## config.mk

```make
export PLATFORM = sky130hd
export DESIGN_NAME = adc_scan_sequencer_averager_flat
export DESIGN_NICKNAME = d
export VERILOG_FILES = /design/src/hw/rtl/adcss_pkg.sv /design/src/hw/rtl/adcss_if.sv /design/src/hw/rtl/adcss_ram.sv /design/src/hw/rtl/adc_scan_sequencer_averager.sv /design/src/flat_wrapper.sv
export VERILOG_INCLUDE_DIRS = /design/src /design/src/hw/rtl
export SDC_FILE = /design/constraint.sdc
export NUM_CORES = 2
export LEC_CHECK = 0
export BUFFER_PORTS_ARGS = -buffer_cell sky130_fd_sc_hd__buf_4
export CAP_MARGIN = 10
export CORE_ASPECT_RATIO = 0.6
export CORE_UTILIZATION = 40
export DETAILED_ROUTE_END_ITERATION = 16
export PLACE_DENSITY = 0.53
export SLEW_MARGIN = 20
export SYNTH_ARGS = -nofsm -noshare
export SYNTH_HDL_FRONTEND = slang
export SYNTH_SLANG_ARGS = --single-unit
```

## constraint.sdc

```tcl
create_clock -name clk_i -period 10.28 [get_ports clk_i]
set_clock_uncertainty 0.2 [all_clocks]
set_input_delay 1.028 -clock clk_i [delete_from_list [all_inputs] [get_ports clk_i]]
set_output_delay 1.028 -clock clk_i [all_outputs]
set_load 0.01 [all_outputs]
```

## src/hw/rtl/assert_macros.svh

```systemverilog
// assertion macros used by the rtl of the scan sequencer
// no dependencies; assumes clk_i and rst_ni are visible where used
`ifndef ASSERT_MACROS_SVH
`define ASSERT_MACROS_SVH

// checked on every rising clock edge outside of reset
`define ADCSS_ASSERT(label, prop, msg) \
  label: assert property (@(posedge clk_i) disable iff (!rst_ni) (prop)) else $error(msg);

// checked on every rising clock edge, reset included
`define ADCSS_ASSERT_NR(label, prop, msg) \
  label: assert property (@(posedge clk_i) (prop)) else $error(msg);

`endif

```

## src/hw/rtl/adcss_pkg.sv

```systemverilog
// types and constants of the adc scan sequencer with history sums
// no dependencies
`default_nettype none

package adcss_pkg;

  localparam int unsigned OP_W     = 2;
  localparam int unsigned SLOT_W   = 6;
  localparam int unsigned CHAN_W   = 5;
  localparam int unsigned SAMPLE_W = 10;
  localparam int unsigned COUNT_W  = 8;
  localparam int unsigned SUM_W    = 16;
  localparam int unsigned CFG_W    = 7;

  // operation codes
  localparam logic [OP_W-1:0] OP_LOAD    = 2'd0;
  localparam logic [OP_W-1:0] OP_CONVERT = 2'd1;
  localparam logic [OP_W-1:0] OP_COLLECT = 2'd2;

  localparam logic [CFG_W-1:0] LEN_RESET = 7'd1;

  typedef struct packed {
    logic [OP_W-1:0]     op;
    logic [SLOT_W-1:0]   slot;
    logic [CHAN_W-1:0]   channel;
    logic [SAMPLE_W-1:0] sample;
    logic [COUNT_W-1:0]  seen_count;
  } in_req_t;

  typedef struct packed {
    logic [CHAN_W-1:0]  next_channel;
    logic               fresh;
    logic [CHAN_W-1:0]  channel_index;
    logic [SUM_W-1:0]   channel_sum;
    logic [COUNT_W-1:0] new_count;
    logic [COUNT_W-1:0] loops;
    logic               last;
  } out_rsp_t;

endpackage

`default_nettype wire

```

## src/hw/rtl/adcss_if.sv

```systemverilog
// valid/ready channel interfaces for requests into and results out of the block
// depends on adcss_pkg
`default_nettype none

interface adcss_in_if;
  import adcss_pkg::*;
  logic    valid;
  logic    ready;
  in_req_t payload;
  modport source (output valid, output payload, input ready);
  modport sink   (input valid, input payload, output ready);
endinterface

interface adcss_out_if;
  import adcss_pkg::*;
  logic     valid;
  logic     ready;
  out_rsp_t payload;
  modport source (output valid, output payload, input ready);
  modport sink   (input valid, input payload, output ready);
endinterface

`default_nettype wire

```

## src/hw/rtl/adcss_ram.sv

```systemverilog
// simple dual port synchronous ram, one write and one read port, registered read
// no dependencies
`default_nettype none

module adcss_ram #(
  parameter int unsigned Width = 8,
  parameter int unsigned Depth = 16
) (
  input  wire logic                                 clk_i,
  input  wire logic                                 we_i,
  input  wire logic [((Depth > 1) ? $clog2(Depth) : 1)-1:0] waddr_i,
  input  wire logic [Width-1:0]                     wdata_i,
  input  wire logic                                 re_i,
  input  wire logic [((Depth > 1) ? $clog2(Depth) : 1)-1:0] raddr_i,
  output logic      [Width-1:0]                     rdata_o
);

  logic [Width-1:0] mem_q [Depth];
  logic [Width-1:0] rdata_q;

  always_ff @(posedge clk_i) begin
    if (we_i) begin
      mem_q[waddr_i] <= wdata_i;
    end
    // read data holds while no read is issued
    if (re_i) begin
      rdata_q <= mem_q[raddr_i];
    end
  end

  assign rdata_o = rdata_q;

endmodule

`default_nettype wire

```

## src/hw/rtl/adc_scan_sequencer_averager.sv

```systemverilog
// top level of the adc scan sequencer with per-channel history sums
// depends on adcss_pkg, adcss_if, adcss_ram and assert_macros.svh
//
//   port          dir  handshake           carries
//   in_i          in   valid/ready         op, slot, channel, sample, seen_count
//   out_o         out  valid/ready         next_channel .. last, one or more per convert or collect request
//   cfg_we_i      in   write enable only   pattern_length
//
// load request: written to the pattern table as it is taken, no result
// conversion: pattern read, channel state read, history read, write back,
//   pattern read at the new position, then its result
// collect: pattern and channel state read, then a single answer when the count
//   is unchanged or the channel is out of range, else one sum per channel, each
//   after its own channel state memory read
// reset: no clearing pass; per-channel valid bits make unwritten channel
//   state (and with it the history behind it) read as zero
// a new request is taken while the last result still waits in the output
//   register; a stalled output only holds the sequencer in its emit state
`default_nettype none
`include "assert_macros.svh"

module adc_scan_sequencer_averager #(
  parameter int unsigned NUM_CHANNELS  = 32,
  parameter int unsigned HIST_DEPTH    = 8,
  parameter int unsigned PATTERN_DEPTH = 64
) (
  input  wire logic                     clk_i,
  input  wire logic                     rst_ni,
  input  wire logic                     cfg_we_i,
  input  wire logic [adcss_pkg::CFG_W-1:0] cfg_wdata_i,
  adcss_in_if.sink                      in_i,
  adcss_out_if.source                   out_o
);

  import adcss_pkg::*;

  // address and field widths
  localparam int unsigned PatW  = (PATTERN_DEPTH > 1) ? $clog2(PATTERN_DEPTH) : 1;
  localparam int unsigned ChW   = (NUM_CHANNELS > 1) ? $clog2(NUM_CHANNELS) : 1;
  localparam int unsigned HistN = NUM_CHANNELS * HIST_DEPTH;
  localparam int unsigned HAW   = (HistN > 1) ? $clog2(HistN) : 1;
  localparam int unsigned HPW   = (HIST_DEPTH > 1) ? $clog2(HIST_DEPTH) : 1;
  localparam int unsigned FW    = $clog2(HIST_DEPTH + 1);
  // channel state entry: count, ring pointer, fill level, running sum
  localparam int unsigned CEW   = COUNT_W + HPW + FW + SUM_W;
  localparam int unsigned NOut  = (NUM_CHANNELS < 32) ? NUM_CHANNELS : 32;

  localparam logic [CFG_W-1:0]  LenMax     = CFG_W'(PATTERN_DEPTH);
  localparam logic [CFG_W-1:0]  NumCh7     = CFG_W'(NUM_CHANNELS);
  localparam logic [HPW:0]      HistDepthP = (HPW + 1)'(HIST_DEPTH);
  localparam logic [FW-1:0]     HistFull   = FW'(HIST_DEPTH);
  localparam logic [CHAN_W-1:0] WalkLast   = CHAN_W'(NOut - 1);

  typedef enum logic [3:0] {
    S_IDLE,
    S_CV_PAT,     // pattern entry at the position arrives
    S_CV_CH,      // channel state arrives, read oldest history sample
    S_CV_UPD,     // write back history and channel state, advance position
    S_CV_NXT,     // next channel arrives, emit
    S_CL_RD,      // count of the checked channel arrives
    S_WALK_RD,    // read channel state of the walked channel
    S_WALK_EMIT   // emit its sum
  } state_e;

  state_e              state_q, state_d;
  in_req_t             req_q, req_d;
  logic [PatW-1:0]     pos_q, pos_d;
  logic [COUNT_W-1:0]  loop_q, loop_d;
  logic [CFG_W-1:0]    len_q, len_d;
  logic                cv_ok_q, cv_ok_d;
  logic                cl_ok_q, cl_ok_d;
  logic [ChW-1:0]      rd_chan_q, rd_chan_d;
  logic [HAW-1:0]      hist_addr_q, hist_addr_d;
  logic [CHAN_W-1:0]   nxt_q, nxt_d;
  logic [COUNT_W-1:0]  cnt_q, cnt_d;
  logic [CHAN_W-1:0]   walk_q, walk_d;
  logic                out_valid_q, out_valid_d;
  out_rsp_t            out_q, out_d;
  logic [NUM_CHANNELS-1:0] chan_valid_q, chan_valid_d;

  // memory ports
  logic                pat_we, pat_re;
  logic [PatW-1:0]     pat_raddr;
  logic [CHAN_W-1:0]   pat_rdata;
  logic                chan_we, chan_re;
  logic [ChW-1:0]      chan_raddr;
  logic [CEW-1:0]      chan_wdata, chan_rdata, chan_ent;
  logic                hist_we, hist_re;
  logic [HAW-1:0]      hist_addr;
  logic [SAMPLE_W-1:0] hist_rdata;

  // channel state fields and their updates
  logic [COUNT_W-1:0]  e_cnt;
  logic [HPW-1:0]      e_ptr, ptr_nx;
  logic [FW-1:0]       e_fill, fill_nx;
  logic [SUM_W-1:0]    e_sum, sum_nx;
  logic [HPW:0]        ptr_inc;
  logic [SAMPLE_W-1:0] oldest;

  logic                accept, out_free, out_load;
  logic [CFG_W-1:0]    len_eff, pos_inc;
  logic                pos_wrap;
  logic [COUNT_W-1:0]  cnt_sel;

  assign in_i.ready    = (state_q == S_IDLE);
  assign accept        = in_i.valid && in_i.ready;
  assign out_free      = !out_valid_q || out_o.ready;
  assign out_o.valid   = out_valid_q;
  assign out_o.payload = out_q;

  // pattern write straight from the request
  assign pat_we = accept && (in_i.payload.op == OP_LOAD) &&
                  ({1'b0, in_i.payload.slot} < LenMax);

  // an unwritten channel reads as all zero
  assign chan_ent = chan_valid_q[rd_chan_q] ? chan_rdata : '0;
  assign {e_cnt, e_ptr, e_fill, e_sum} = chan_ent;

  assign ptr_inc   = {1'b0, e_ptr} + (HPW + 1)'(1);
  assign ptr_nx    = (ptr_inc == HistDepthP) ? '0 : ptr_inc[HPW-1:0];
  assign fill_nx   = (e_fill == HistFull) ? e_fill : e_fill + FW'(1);
  // before the ring is full the dropped sample is a reset zero
  assign oldest    = (e_fill == HistFull) ? hist_rdata : '0;
  assign sum_nx    = e_sum - SUM_W'(oldest) + SUM_W'(req_q.sample);
  assign chan_wdata = {e_cnt + COUNT_W'(1), ptr_nx, fill_nx, sum_nx};
  assign hist_addr = HAW'(rd_chan_q) * HAW'(HIST_DEPTH) + HAW'(e_ptr);

  // effective length and position advance
  always_comb begin
    priority if (len_q == '0) begin
      len_eff = CFG_W'(1);
    end else if (len_q > LenMax) begin
      len_eff = LenMax;
    end else begin
      len_eff = len_q;
    end
  end
  assign pos_inc  = CFG_W'(pos_q) + CFG_W'(1);
  assign pos_wrap = (pos_inc >= len_eff);

  assign cnt_sel = cl_ok_q ? e_cnt : '0;

  always_comb begin
    state_d      = state_q;
    req_d        = req_q;
    pos_d        = pos_q;
    loop_d       = loop_q;
    len_d        = cfg_we_i ? cfg_wdata_i : len_q;
    cv_ok_d      = cv_ok_q;
    cl_ok_d      = cl_ok_q;
    hist_addr_d  = hist_addr_q;
    nxt_d        = nxt_q;
    cnt_d        = cnt_q;
    walk_d       = walk_q;
    out_d        = out_q;
    out_load     = 1'b0;
    chan_valid_d = chan_valid_q;
    pat_re       = 1'b0;
    pat_raddr    = pos_q;
    chan_re      = 1'b0;
    chan_raddr   = rd_chan_q;
    chan_we      = 1'b0;
    hist_re      = 1'b0;
    hist_we      = 1'b0;

    unique case (state_q)
      S_IDLE: begin
        if (accept) begin
          req_d = in_i.payload;
          priority if (in_i.payload.op == OP_CONVERT) begin
            pat_re  = 1'b1;
            state_d = S_CV_PAT;
          end else if (in_i.payload.op == OP_COLLECT) begin
            pat_re     = 1'b1;
            chan_re    = 1'b1;
            chan_raddr = ChW'(in_i.payload.channel);
            cl_ok_d    = ({2'b00, in_i.payload.channel} < NumCh7);
            state_d    = S_CL_RD;
          end else begin
            // pattern load finishes here, unused op is dropped
            state_d = S_IDLE;
          end
        end
      end
      S_CV_PAT: begin
        chan_re    = 1'b1;
        chan_raddr = ChW'(pat_rdata);
        cv_ok_d    = ({2'b00, pat_rdata} < NumCh7);
        state_d    = S_CV_CH;
      end
      S_CV_CH: begin
        hist_re     = 1'b1;
        hist_addr_d = hist_addr;
        state_d     = S_CV_UPD;
      end
      S_CV_UPD: begin
        // out-of-range channel drops the sample but still advances
        hist_we = cv_ok_q;
        chan_we = cv_ok_q;
        if (cv_ok_q) begin
          chan_valid_d[rd_chan_q] = 1'b1;
        end
        pos_d  = pos_wrap ? '0 : PatW'(pos_inc);
        loop_d = pos_wrap ? loop_q + COUNT_W'(1) : loop_q;
        pat_re    = 1'b1;
        pat_raddr = pos_d;
        state_d   = S_CV_NXT;
      end
      S_CV_NXT: begin
        if (out_free) begin
          out_load = 1'b1;
          out_d    = '{next_channel: pat_rdata, fresh: 1'b0, channel_index: '0,
                       channel_sum: '0, new_count: '0, loops: loop_q, last: 1'b1};
          state_d  = S_IDLE;
        end
      end
      S_CL_RD: begin
        nxt_d = pat_rdata;
        cnt_d = cnt_sel;
        if (!cl_ok_q || (cnt_sel == req_q.seen_count)) begin
          if (out_free) begin
            out_load = 1'b1;
            out_d    = '{next_channel: pat_rdata, fresh: 1'b0, channel_index: '0,
                         channel_sum: '0, new_count: cnt_sel, loops: loop_q,
                         last: 1'b1};
            state_d  = S_IDLE;
          end
        end else begin
          walk_d  = '0;
          state_d = S_WALK_RD;
        end
      end
      S_WALK_RD: begin
        chan_re    = 1'b1;
        chan_raddr = ChW'(walk_q);
        state_d    = S_WALK_EMIT;
      end
      S_WALK_EMIT: begin
        if (out_free) begin
          out_load = 1'b1;
          out_d    = '{next_channel: nxt_q, fresh: 1'b1, channel_index: walk_q,
                       channel_sum: e_sum, new_count: cnt_q, loops: loop_q,
                       last: (walk_q == WalkLast)};
          if (walk_q == WalkLast) begin
            state_d = S_IDLE;
          end else begin
            walk_d  = walk_q + CHAN_W'(1);
            state_d = S_WALK_RD;
          end
        end
      end
      default: begin
        state_d = S_IDLE;
      end
    endcase

    rd_chan_d   = chan_re ? chan_raddr : rd_chan_q;
    out_valid_d = out_load ? 1'b1 : (out_o.ready ? 1'b0 : out_valid_q);
  end

  always_ff @(posedge clk_i or negedge rst_ni) begin
    if (!rst_ni) begin
      state_q      <= S_IDLE;
      req_q        <= '0;
      pos_q        <= '0;
      loop_q       <= '0;
      len_q        <= LEN_RESET;
      cv_ok_q      <= 1'b0;
      cl_ok_q      <= 1'b0;
      rd_chan_q    <= '0;
      hist_addr_q  <= '0;
      nxt_q        <= '0;
      cnt_q        <= '0;
      walk_q       <= '0;
      out_valid_q  <= 1'b0;
      out_q        <= '0;
      chan_valid_q <= '0;
    end else begin
      state_q      <= state_d;
      req_q        <= req_d;
      pos_q        <= pos_d;
      loop_q       <= loop_d;
      len_q        <= len_d;
      cv_ok_q      <= cv_ok_d;
      cl_ok_q      <= cl_ok_d;
      rd_chan_q    <= rd_chan_d;
      hist_addr_q  <= hist_addr_d;
      nxt_q        <= nxt_d;
      cnt_q        <= cnt_d;
      walk_q       <= walk_d;
      out_valid_q  <= out_valid_d;
      out_q        <= out_d;
      chan_valid_q <= chan_valid_d;
    end
  end

  // scan pattern table
  adcss_ram #(
    .Width (CHAN_W),
    .Depth (PATTERN_DEPTH)
  ) u_pat_ram (
    .clk_i   (clk_i),
    .we_i    (pat_we),
    .waddr_i (PatW'(in_i.payload.slot)),
    .wdata_i (in_i.payload.channel),
    .re_i    (pat_re),
    .raddr_i (pat_raddr),
    .rdata_o (pat_rdata)
  );

  // per-channel count, ring pointer, fill level and running sum
  adcss_ram #(
    .Width (CEW),
    .Depth (NUM_CHANNELS)
  ) u_chan_ram (
    .clk_i   (clk_i),
    .we_i    (chan_we),
    .waddr_i (rd_chan_q),
    .wdata_i (chan_wdata),
    .re_i    (chan_re),
    .raddr_i (chan_raddr),
    .rdata_o (chan_rdata)
  );

  // sample history rings, one per channel
  adcss_ram #(
    .Width (SAMPLE_W),
    .Depth (HistN)
  ) u_hist_ram (
    .clk_i   (clk_i),
    .we_i    (hist_we),
    .waddr_i (hist_addr_q),
    .wdata_i (req_q.sample),
    .re_i    (hist_re),
    .raddr_i (hist_addr),
    .rdata_o (hist_rdata)
  );

  `ADCSS_ASSERT_NR(pos_in_range_a, CFG_W'(pos_q) < LenMax, "pattern position out of range")
  `ADCSS_ASSERT(chan_wr_in_range_a, chan_we |-> (cv_ok_q && (CFG_W'(rd_chan_q) < NumCh7)),
                "channel state write out of range")
  `ADCSS_ASSERT(loop_only_on_wrap_a, (loop_q != $past(loop_q)) |-> (pos_q == '0),
                "loop count moved without wrap")
  `ADCSS_ASSERT(last_ends_request_a, (out_load && out_d.last) |=> (state_q == S_IDLE),
                "final result did not end the request")

endmodule

`default_nettype wire

```

## src/flat_wrapper.sv

```systemverilog
// flat-port wrapper written by rule: the top's interface ports become plain ports
module adc_scan_sequencer_averager_flat import adcss_pkg::*;
#(
  parameter int unsigned NUM_CHANNELS  = 32,
  parameter int unsigned HIST_DEPTH    = 8,
  parameter int unsigned PATTERN_DEPTH = 64
)
  (clk_i, rst_ni, cfg_we_i, cfg_wdata_i, in_i_valid, in_i_payload, in_i_ready, out_o_valid, out_o_payload, out_o_ready);
  adcss_in_if in_i_i ();
  adcss_out_if out_o_i ();
  input  wire logic clk_i;
  input  wire logic rst_ni;
  input  wire logic cfg_we_i;
  input  wire logic [adcss_pkg::CFG_W-1:0] cfg_wdata_i;
  input wire logic [$bits(in_i_i.valid)-1:0] in_i_valid;
  input wire logic [$bits(in_i_i.payload)-1:0] in_i_payload;
  output wire logic [$bits(in_i_i.ready)-1:0] in_i_ready;
  output wire logic [$bits(out_o_i.valid)-1:0] out_o_valid;
  output wire logic [$bits(out_o_i.payload)-1:0] out_o_payload;
  input wire logic [$bits(out_o_i.ready)-1:0] out_o_ready;
  assign in_i_i.valid = in_i_valid;
  assign in_i_i.payload = in_i_payload;
  assign in_i_ready = in_i_i.ready;
  assign out_o_valid = out_o_i.valid;
  assign out_o_payload = out_o_i.payload;
  assign out_o_i.ready = out_o_ready;
  adc_scan_sequencer_averager #(.NUM_CHANNELS(NUM_CHANNELS), .HIST_DEPTH(HIST_DEPTH), .PATTERN_DEPTH(PATTERN_DEPTH)) u_core (.clk_i(clk_i), .rst_ni(rst_ni), .cfg_we_i(cfg_we_i), .cfg_wdata_i(cfg_wdata_i), .in_i(in_i_i), .out_o(out_o_i));
endmodule
```

# Word level (Yosys, flattened, before mapping)
# Memories as Yosys holds them, arrays and structs flattened. A register that Yosys moved wholly into a read port is not among the register bits.
# Index checks and enable logic that the tools add are counted.
[classes]
n_reduce_logical = 22
addsub = 9
muxes = 52
magnitude_cmp = 4
eq_ne = 20
n_bitwise = 2
[ops]
columns = ["operator", "n"]
rows = [
  ["2-to-1 mux 44 bit", 4],
  ["case mux 44 bit (3 select lines)", 1],
  ["bitwise OR 32 bit", 1],
  ["case mux 4 bit (8 select lines)", 1],
  ["2-to-1 mux 31 bit", 1],
  ["2-to-1 mux 5 bit", 6],
  ["2-to-1 mux 4 bit", 6],
  ["2-to-1 mux 1 bit", 17],
  ["adder 16 x 10 -> 16 bit", 1],
  ["adder 8 x 1 -> 8 bit, second input constant", 2],
  ["equality test 4 x 3 -> 1 bit, second input constant", 4],
  ["subtractor 16 x 10 -> 16 bit", 1],
  ["case mux 5 bit (3 select lines)", 1],
  ["2-to-1 mux 7 bit", 2],
  ["2-to-1 mux 6 bit", 2],
  ["2-to-1 mux 10 bit", 1],
  ["case mux 5 bit (2 select lines)", 1],
  ["2-to-1 mux 3 bit", 3],
  ["adder 8 x 3 -> 8 bit", 1],
  ["equality test 4 x 2 -> 1 bit, second input constant", 2],
  ["equality test 4 bit, second input constant", 2],
  ["equality test 8 bit", 1],
  ["2-to-1 mux 8 bit", 1],
  ["inequality test 2 x 1 -> 1 bit, second input constant", 4],
  ["other kinds (29)", 43],
]
[word_totals]
mem_count = 3
wordCells = 134
ff_bits = 153
inputBits = 43
output_inout_bits = 46
mem_bits_rw = 3872
[mem_list]
columns = ["memory", "words", "width", "rd", "rd_ports_with_merged_regs", "wr", "line_no", "source"]
rows = [
  ["u_core.u_hist_ram.mem_q", 256, 10, 1, 1, 1, "adcss_ram.sv:18", "logic [Width-1:0] mem_q [Depth];"],
  ["u_core.u_chan_ram.mem_q", 32, 31, 1, 1, 1, "adcss_ram.sv:18", ""],
  ["u_core.u_pat_ram.mem_q", 64, 5, 1, 1, 1, "adcss_ram.sv:18", ""],
]

# Longest topological paths before layout
[logic_depth]
ltp_word = 9
mapped_depth = 29
mapped_depth_nobuf = 24

# By module
# From an unflattened synthesis, not the netlist that was laid out.
[unflattened]
cells_unflattened = 8285
hier_area_um2 = 160108.6
[by_module_without_submodules]
columns = ["mod", "seq_area_each_um2", "area_each_um2", "n_inst", "cells_each"]
rows = [
  ["adcss_ram at u_core.u_hist_ram", 77174.0, 99354.0, 1, 4642],
  ["adcss_ram at u_core.u_chan_ram", 30719.5, 39474.1, 1, 2192],
  ["adcss_ram at u_core.u_pat_ram", 9759.4, 12818.5, 1, 610],
  ["adc_scan_sequencer_averager", 3829.9, 8461.9, 1, 841],
]

# Worst setup path before layout
# OpenSTA, ideal clock, no wires.
[synth_timing]
path_kind = "flip-flop to flip-flop"
start = "register u_core.req_q[10] (netlist name)"
end = "memory u_core.u_chan_ram.mem_q[0][14] (netlist name) (data pin)"
arrival_time_ns = 7.801
setup_slack_ns = 1.663
synth_period_minus_slack_ns = 8.617
stages_incl_launch_ff = 12
required_time_ns = 9.465
setup_ns = 0.615
path_buffers = 0
path_cell_list = "dfrtp_1 > fa_1 > ha_1 > nor2b_1 > o21ai_0 > a21boi_0 > o21ai_0 > a21boi_0 > o21ai_0 > a21o_1 > a31oi_1 > o311ai_0"
[synth_via]
elab_chain_cells = 1
[synth_rtl]
columns = ["element", "line_no", "source"]
rows = [
  ["from (decl)", "adc_scan_sequencer_averager.sv:66", "in_req_t req_q, req_d;"],
  ["from (signal assigned)", "adc_scan_sequencer_averager.sv:280", "req_q <= req_d;"],
  ["adder 16 x 10 -> 16 bit", "adc_scan_sequencer_averager.sv:124", "assign sum_nx = e_sum - SUM_W'(oldest) + SUM_W'(req_q.sample);"],
  ["via u_core.chan_wdata[14]", "adc_scan_sequencer_averager.sv:87", "logic [CEW-1:0] chan_wdata, chan_rdata, chan_ent;"],
  ["to (decl)", "adcss_ram.sv:18", ""],
]
# The timed path passes the listed nets, and every way through them passes these cells.

# Worst setup path after layout
[layout_timing]
start = "register u_core.rd_chan_q[2]"
end = "memory u_core.u_chan_ram.mem_q[23][12] (netlist name) (data pin)"
[layout_via]
elab_chain_cells = 7
[layout_rtl]
columns = ["element", "line_no", "source"]
rows = [
  ["from (decl)", "adc_scan_sequencer_averager.sv:72", "logic [ChW-1:0] rd_chan_q, rd_chan_d;"],
  ["from (signal assigned)", "adc_scan_sequencer_averager.sv:286", "rd_chan_q <= rd_chan_d;"],
  ["binary-select mux 1 bit (select 5 bit) (*)", "adc_scan_sequencer_averager.sv:116", "assign chan_ent = chan_valid_q[rd_chan_q] ? chan_rdata : '0;"],
  ["2-to-1 mux 1 bit (not written as such) (*)", "adc_scan_sequencer_averager.sv:116", ""],
  ["2-to-1 mux 31 bit (*)", "adc_scan_sequencer_averager.sv:116", ""],
  ["equality test 4 bit", "adc_scan_sequencer_averager.sv:123", "assign oldest = (e_fill == HistFull) ? hist_rdata : '0;"],
  ["2-to-1 mux 10 bit", "adc_scan_sequencer_averager.sv:123", ""],
  ["subtractor 16 x 10 -> 16 bit (*)", "adc_scan_sequencer_averager.sv:124", ""],
  ["adder 16 x 10 -> 16 bit (*)", "adc_scan_sequencer_averager.sv:124", ""],
  ["via u_core.chan_wdata[12]", "adc_scan_sequencer_averager.sv:87", ""],
]
# The timed path passes the listed nets; every way through them passes the cells marked *. The select of a mux whose other input is x is not followed.

==> impl_results.md <==
* Status: complete, no violations
* Static Leak at 56.06 nW
* Sequential area share after synthesis at 0.7644
* Worst skew pair latency at 0.95 ns
* Average size of a mapped cell at 15.64 µm²
* DPL Wire Length at 281600 µm
* Buf/Inv on CP at 4
* DR pass1 iterations at 8
* Worst setup SP type: flip-flop
* Slew @ Worst Pin at 1.158 ns
* Multi-input logic area at 35030 µm²
* Area Overhead vs Synth at 12.02%
* CP delay by family, top: simple AND/OR/NAND/NOR gates
* Vias in the first global route at 90150
* CP max FO at 32
* Synthesized area at 158900 µm²
* Max VDD drop at 0.0001499 V
* Synthesis Warnings at 0
* Fin crit period at 8.256 ns
* Hold Crit Class: in -> reg
* Most frequent cells in the layout: 3918 x edfxtp_1, 1118 x nand2_1, 414 x a211oi_1
* Combinational power share at 0.167
* Syn Nets at 10250
* Power Density at 225.8 nW/µm²
* Fill cell count at 33900
* Arrival @ worst endpoint at 8.65 ns
* Worst setup EP type: flip-flop
* Biggest area consumer among synthesized cells: edfxtp_1
* CTS tree: yes
* DIE HEIGHT at 490.3 µm
* Post-Route Utilization at 0.4522
* WHS at 0.09154 ns
* Grt met1 use at 0.3849
* PortBufs at 88
* Clk sinks at 4071
* Clock power share at 0.349
* Stages on the worst setup path at 25
* Switching Fraction at 0.2876
* Ys async rst share at 0.03758
* Largest net degree at the start of global routing at 196
* Share of the synthesized area in the top cell type at 0.7403
* Initial antenna violation count at 37
* Final setup margin at 2.024 ns
* DR vias at 96720
* Post-placement cell area at 165900 µm²
* DIE WIDTH at 815.8 µm
* Final setup fails at 0
* P_sw at 0.01156 W
* Met3 usage at 0.05520
* I/O pin count at 89
* Worst stage delay on the critical path at 0.93 ns
* Core box area at 393800 µm²
* First-pass GRT wire length at 695600 µm
* Area contributors post-synth: edfxtp_1 74%, nand2_1 2.7%, dfrtp_1 2.4%
* Fin nets at 10180
* Finished Cell Area at 178000 µm²
* Most Crowded Layer GR: met1
* CTS buffer count at 374
* Worst endpoint required time at 10.67 ns
* Final Hold Viols at 0
* Row count at 178
* Worst reg2reg path depth at 25
* Pint at 0.02864 W
* All-Layer GR Usage at 0.2393
* Post-Syn Instances at 10160
* Clk root buf: clkbuf_16
* Final Cycle Share at 0.8031
* Post-synth EDFFs at 3918
* Max-Cap Viols at 0
* Initial Util at 0.4036
* Drt wl/cell at 31.76 µm
* Clk slew on worst S/H paths at 0.07 ns
* Reg area at 121500 µm²
* Setup Buffers After CTS at 0
* Pre-CTS WS at 1.974 ns
* Most used DFF post-synth: edfxtp_1
* Clk buf depth at 4
* Setup TNS at 0 ns
* Yosys cell types at 78
* CP max stage cell: or3b_1
* Die Area at 399900 µm²
* Most common cell after layout, fill and taps aside: edfxtp_1
* Total global routing overflow at 0
* Reg power frac at 0.485
* Max-slew violation count at 0
* Wirelength, routed at 496300 µm
* H-tree depth at 5
* Rel. slew slack at 0.2277
* Share of post-route cells with drive strength above 1 at 0.1066
* DR vias/cell at 6.190
* Worst hold stages at 3
* CP Class: reg -> reg
* RSZ-0062 raised after global routing: false
* Global routing usage on met2 at 0.3277
* Max Clk Rate at 121.1 MHz
* Post-route DRC violation count at 0
* Gpl congestion at 0.8377
* Initial DRC count at 14240
* Number of routed nets with antenna violations at 0
* Flops & latches, synth at 4071
==> worst register-to-register path: cells and delay by family, from the launching register on <==
| kind | cells | cell delay, ns |
|---|---|---|
| fa+ha+maj | 4 | 1.05 |
| buf+inv | 4 | 0.69 |
| mux | 1 | 0.10 |
| simple gates | 7 | 2.39 |
| compound gates | 8 | 2.29 |
| flops | 1 | 0.54 |
| xor+xnor | 1 | 0.65 |
==> metrics by stage <==
stage                     cells  total power (W)
after floorplan           10160          0.02356
after global placement    14930          0.02625
after detailed placement  14930          0.02640
after CTS                 15610          0.04022
after global routing      15610          0.04137
final                     15630          0.04021
==> layer usage <==
metal  part of all wire  routed length, µm
met1               0.46             227900
met2               0.41             203000
met3               0.11              54630
met4              0.021              10670
met5           0.000079                 39
==> path summary, 6_finish.rpt <==
kind	startpoint	to	slack (ns)
max reg2reg	u_core.rd_chan_q[2]	u_core.u_chan_ram.mem_q[23][12]	2.02
max in group asynchronous	rst_ni	u_core.req_q[13]	8.06
min	in_i_payload[11]	u_core.req_q[11]	0.09
min in group asynchronous	rst_ni	u_core.out_o.payload[28]	0.43
max	u_core.rd_chan_q[2]	u_core.u_chan_ram.mem_q[23][12]	2.02
min reg2reg	u_core.chan_valid_q[3]	u_core.chan_valid_q[3]	0.27
==> synth_stat cells (all sizes together) (35+ instances only) <==
cell type and instances:
clkbuf 538, mux2i 271, nor2 474, dfrtp 152, nand2 1134, a211oi 417, and3 85, o22ai 35
nand3 99, o211ai 257, o221ai 161, a31oi 165, a21oi 236, edfxtp 3918, or2 47, a222oi 71
mux2 64, o21ai 220, and2 267, a221o 222, nand4 40, a221oi 263, a311oi 144, buf 218
a22oi 200, a22o 39, inv 78
==> power by group through the flow <==
stage               clock network [W]  registers [W]  logic (W)
finish                         0.0140         0.0195    0.00670
global route                   0.0148         0.0195    0.00710
CTS                            0.0142         0.0195    0.00657
detailed placement                  0         0.0198    0.00655
global placement                    0         0.0198    0.00641
floorplan                           0         0.0201    0.00343
==> kinds of logic after synthesis <==
group / after synthesis / share of synthesized area
flip-flops: 4071 / 0.7644
AO/OA/AOI/OAI: 2571 / 0.1232
XOR/XNOR: 35 / 0.001929
other: 1 / 0.00002359
buffers and inverters: 835 / 0.02107
multiplexers: 335 / 0.02176
adder cells (fa/ha/maj): 44 / 0.003936
AND/OR/NAND/NOR: 2271 / 0.06372
==> registers in the layout (all words and copies together), names as in the netlist, 4 cells and up <==
name                       flops
u_core.u_chan_ram.rdata_o     31
u_core.chan_valid_q           32
u_core.loop_q                  8
u_core.out_o.payload          44
u_core.cnt_q                   8
u_core.u_pat_ram.rdata_o       5
u_core.u_chan_ram.mem_q      992
u_core.hist_addr_q             8
u_core.rd_chan_q               5
u_core.walk_q                  5
u_core.u_pat_ram.mem_q       320
u_core.len_q                   7
u_core.u_hist_ram.mem_q     2560
u_core.nxt_q                   5
u_core.state_q                 4
u_core.u_hist_ram.rdata_o     10
u_core.pos_q                   6
u_core.req_q                  18
==> cell type report <==
| type | count | share of cell area |
|---|---|---|
| well taps | 5220 | 0.03668 |
| clock buffers | 464 | 0.05540 |
| clock inverters | 211 | 0.01141 |
| inverters | 79 | 0.001820 |
| multi-input cells | 5257 | 0.1968 |
| diodes | 15 | 0.0002108 |
| flip-flops and latches | 4071 | 0.6825 |
| repair buffers | 308 | 0.01517 |
==> what timing repair did <==
item / 4_1_cts / 5_1_grt
hold endpoints to repair: 32 / 0
hold buffers: 1 / 0
resized for setup: 0 / 0
Power figures use the tool's default switching activity.
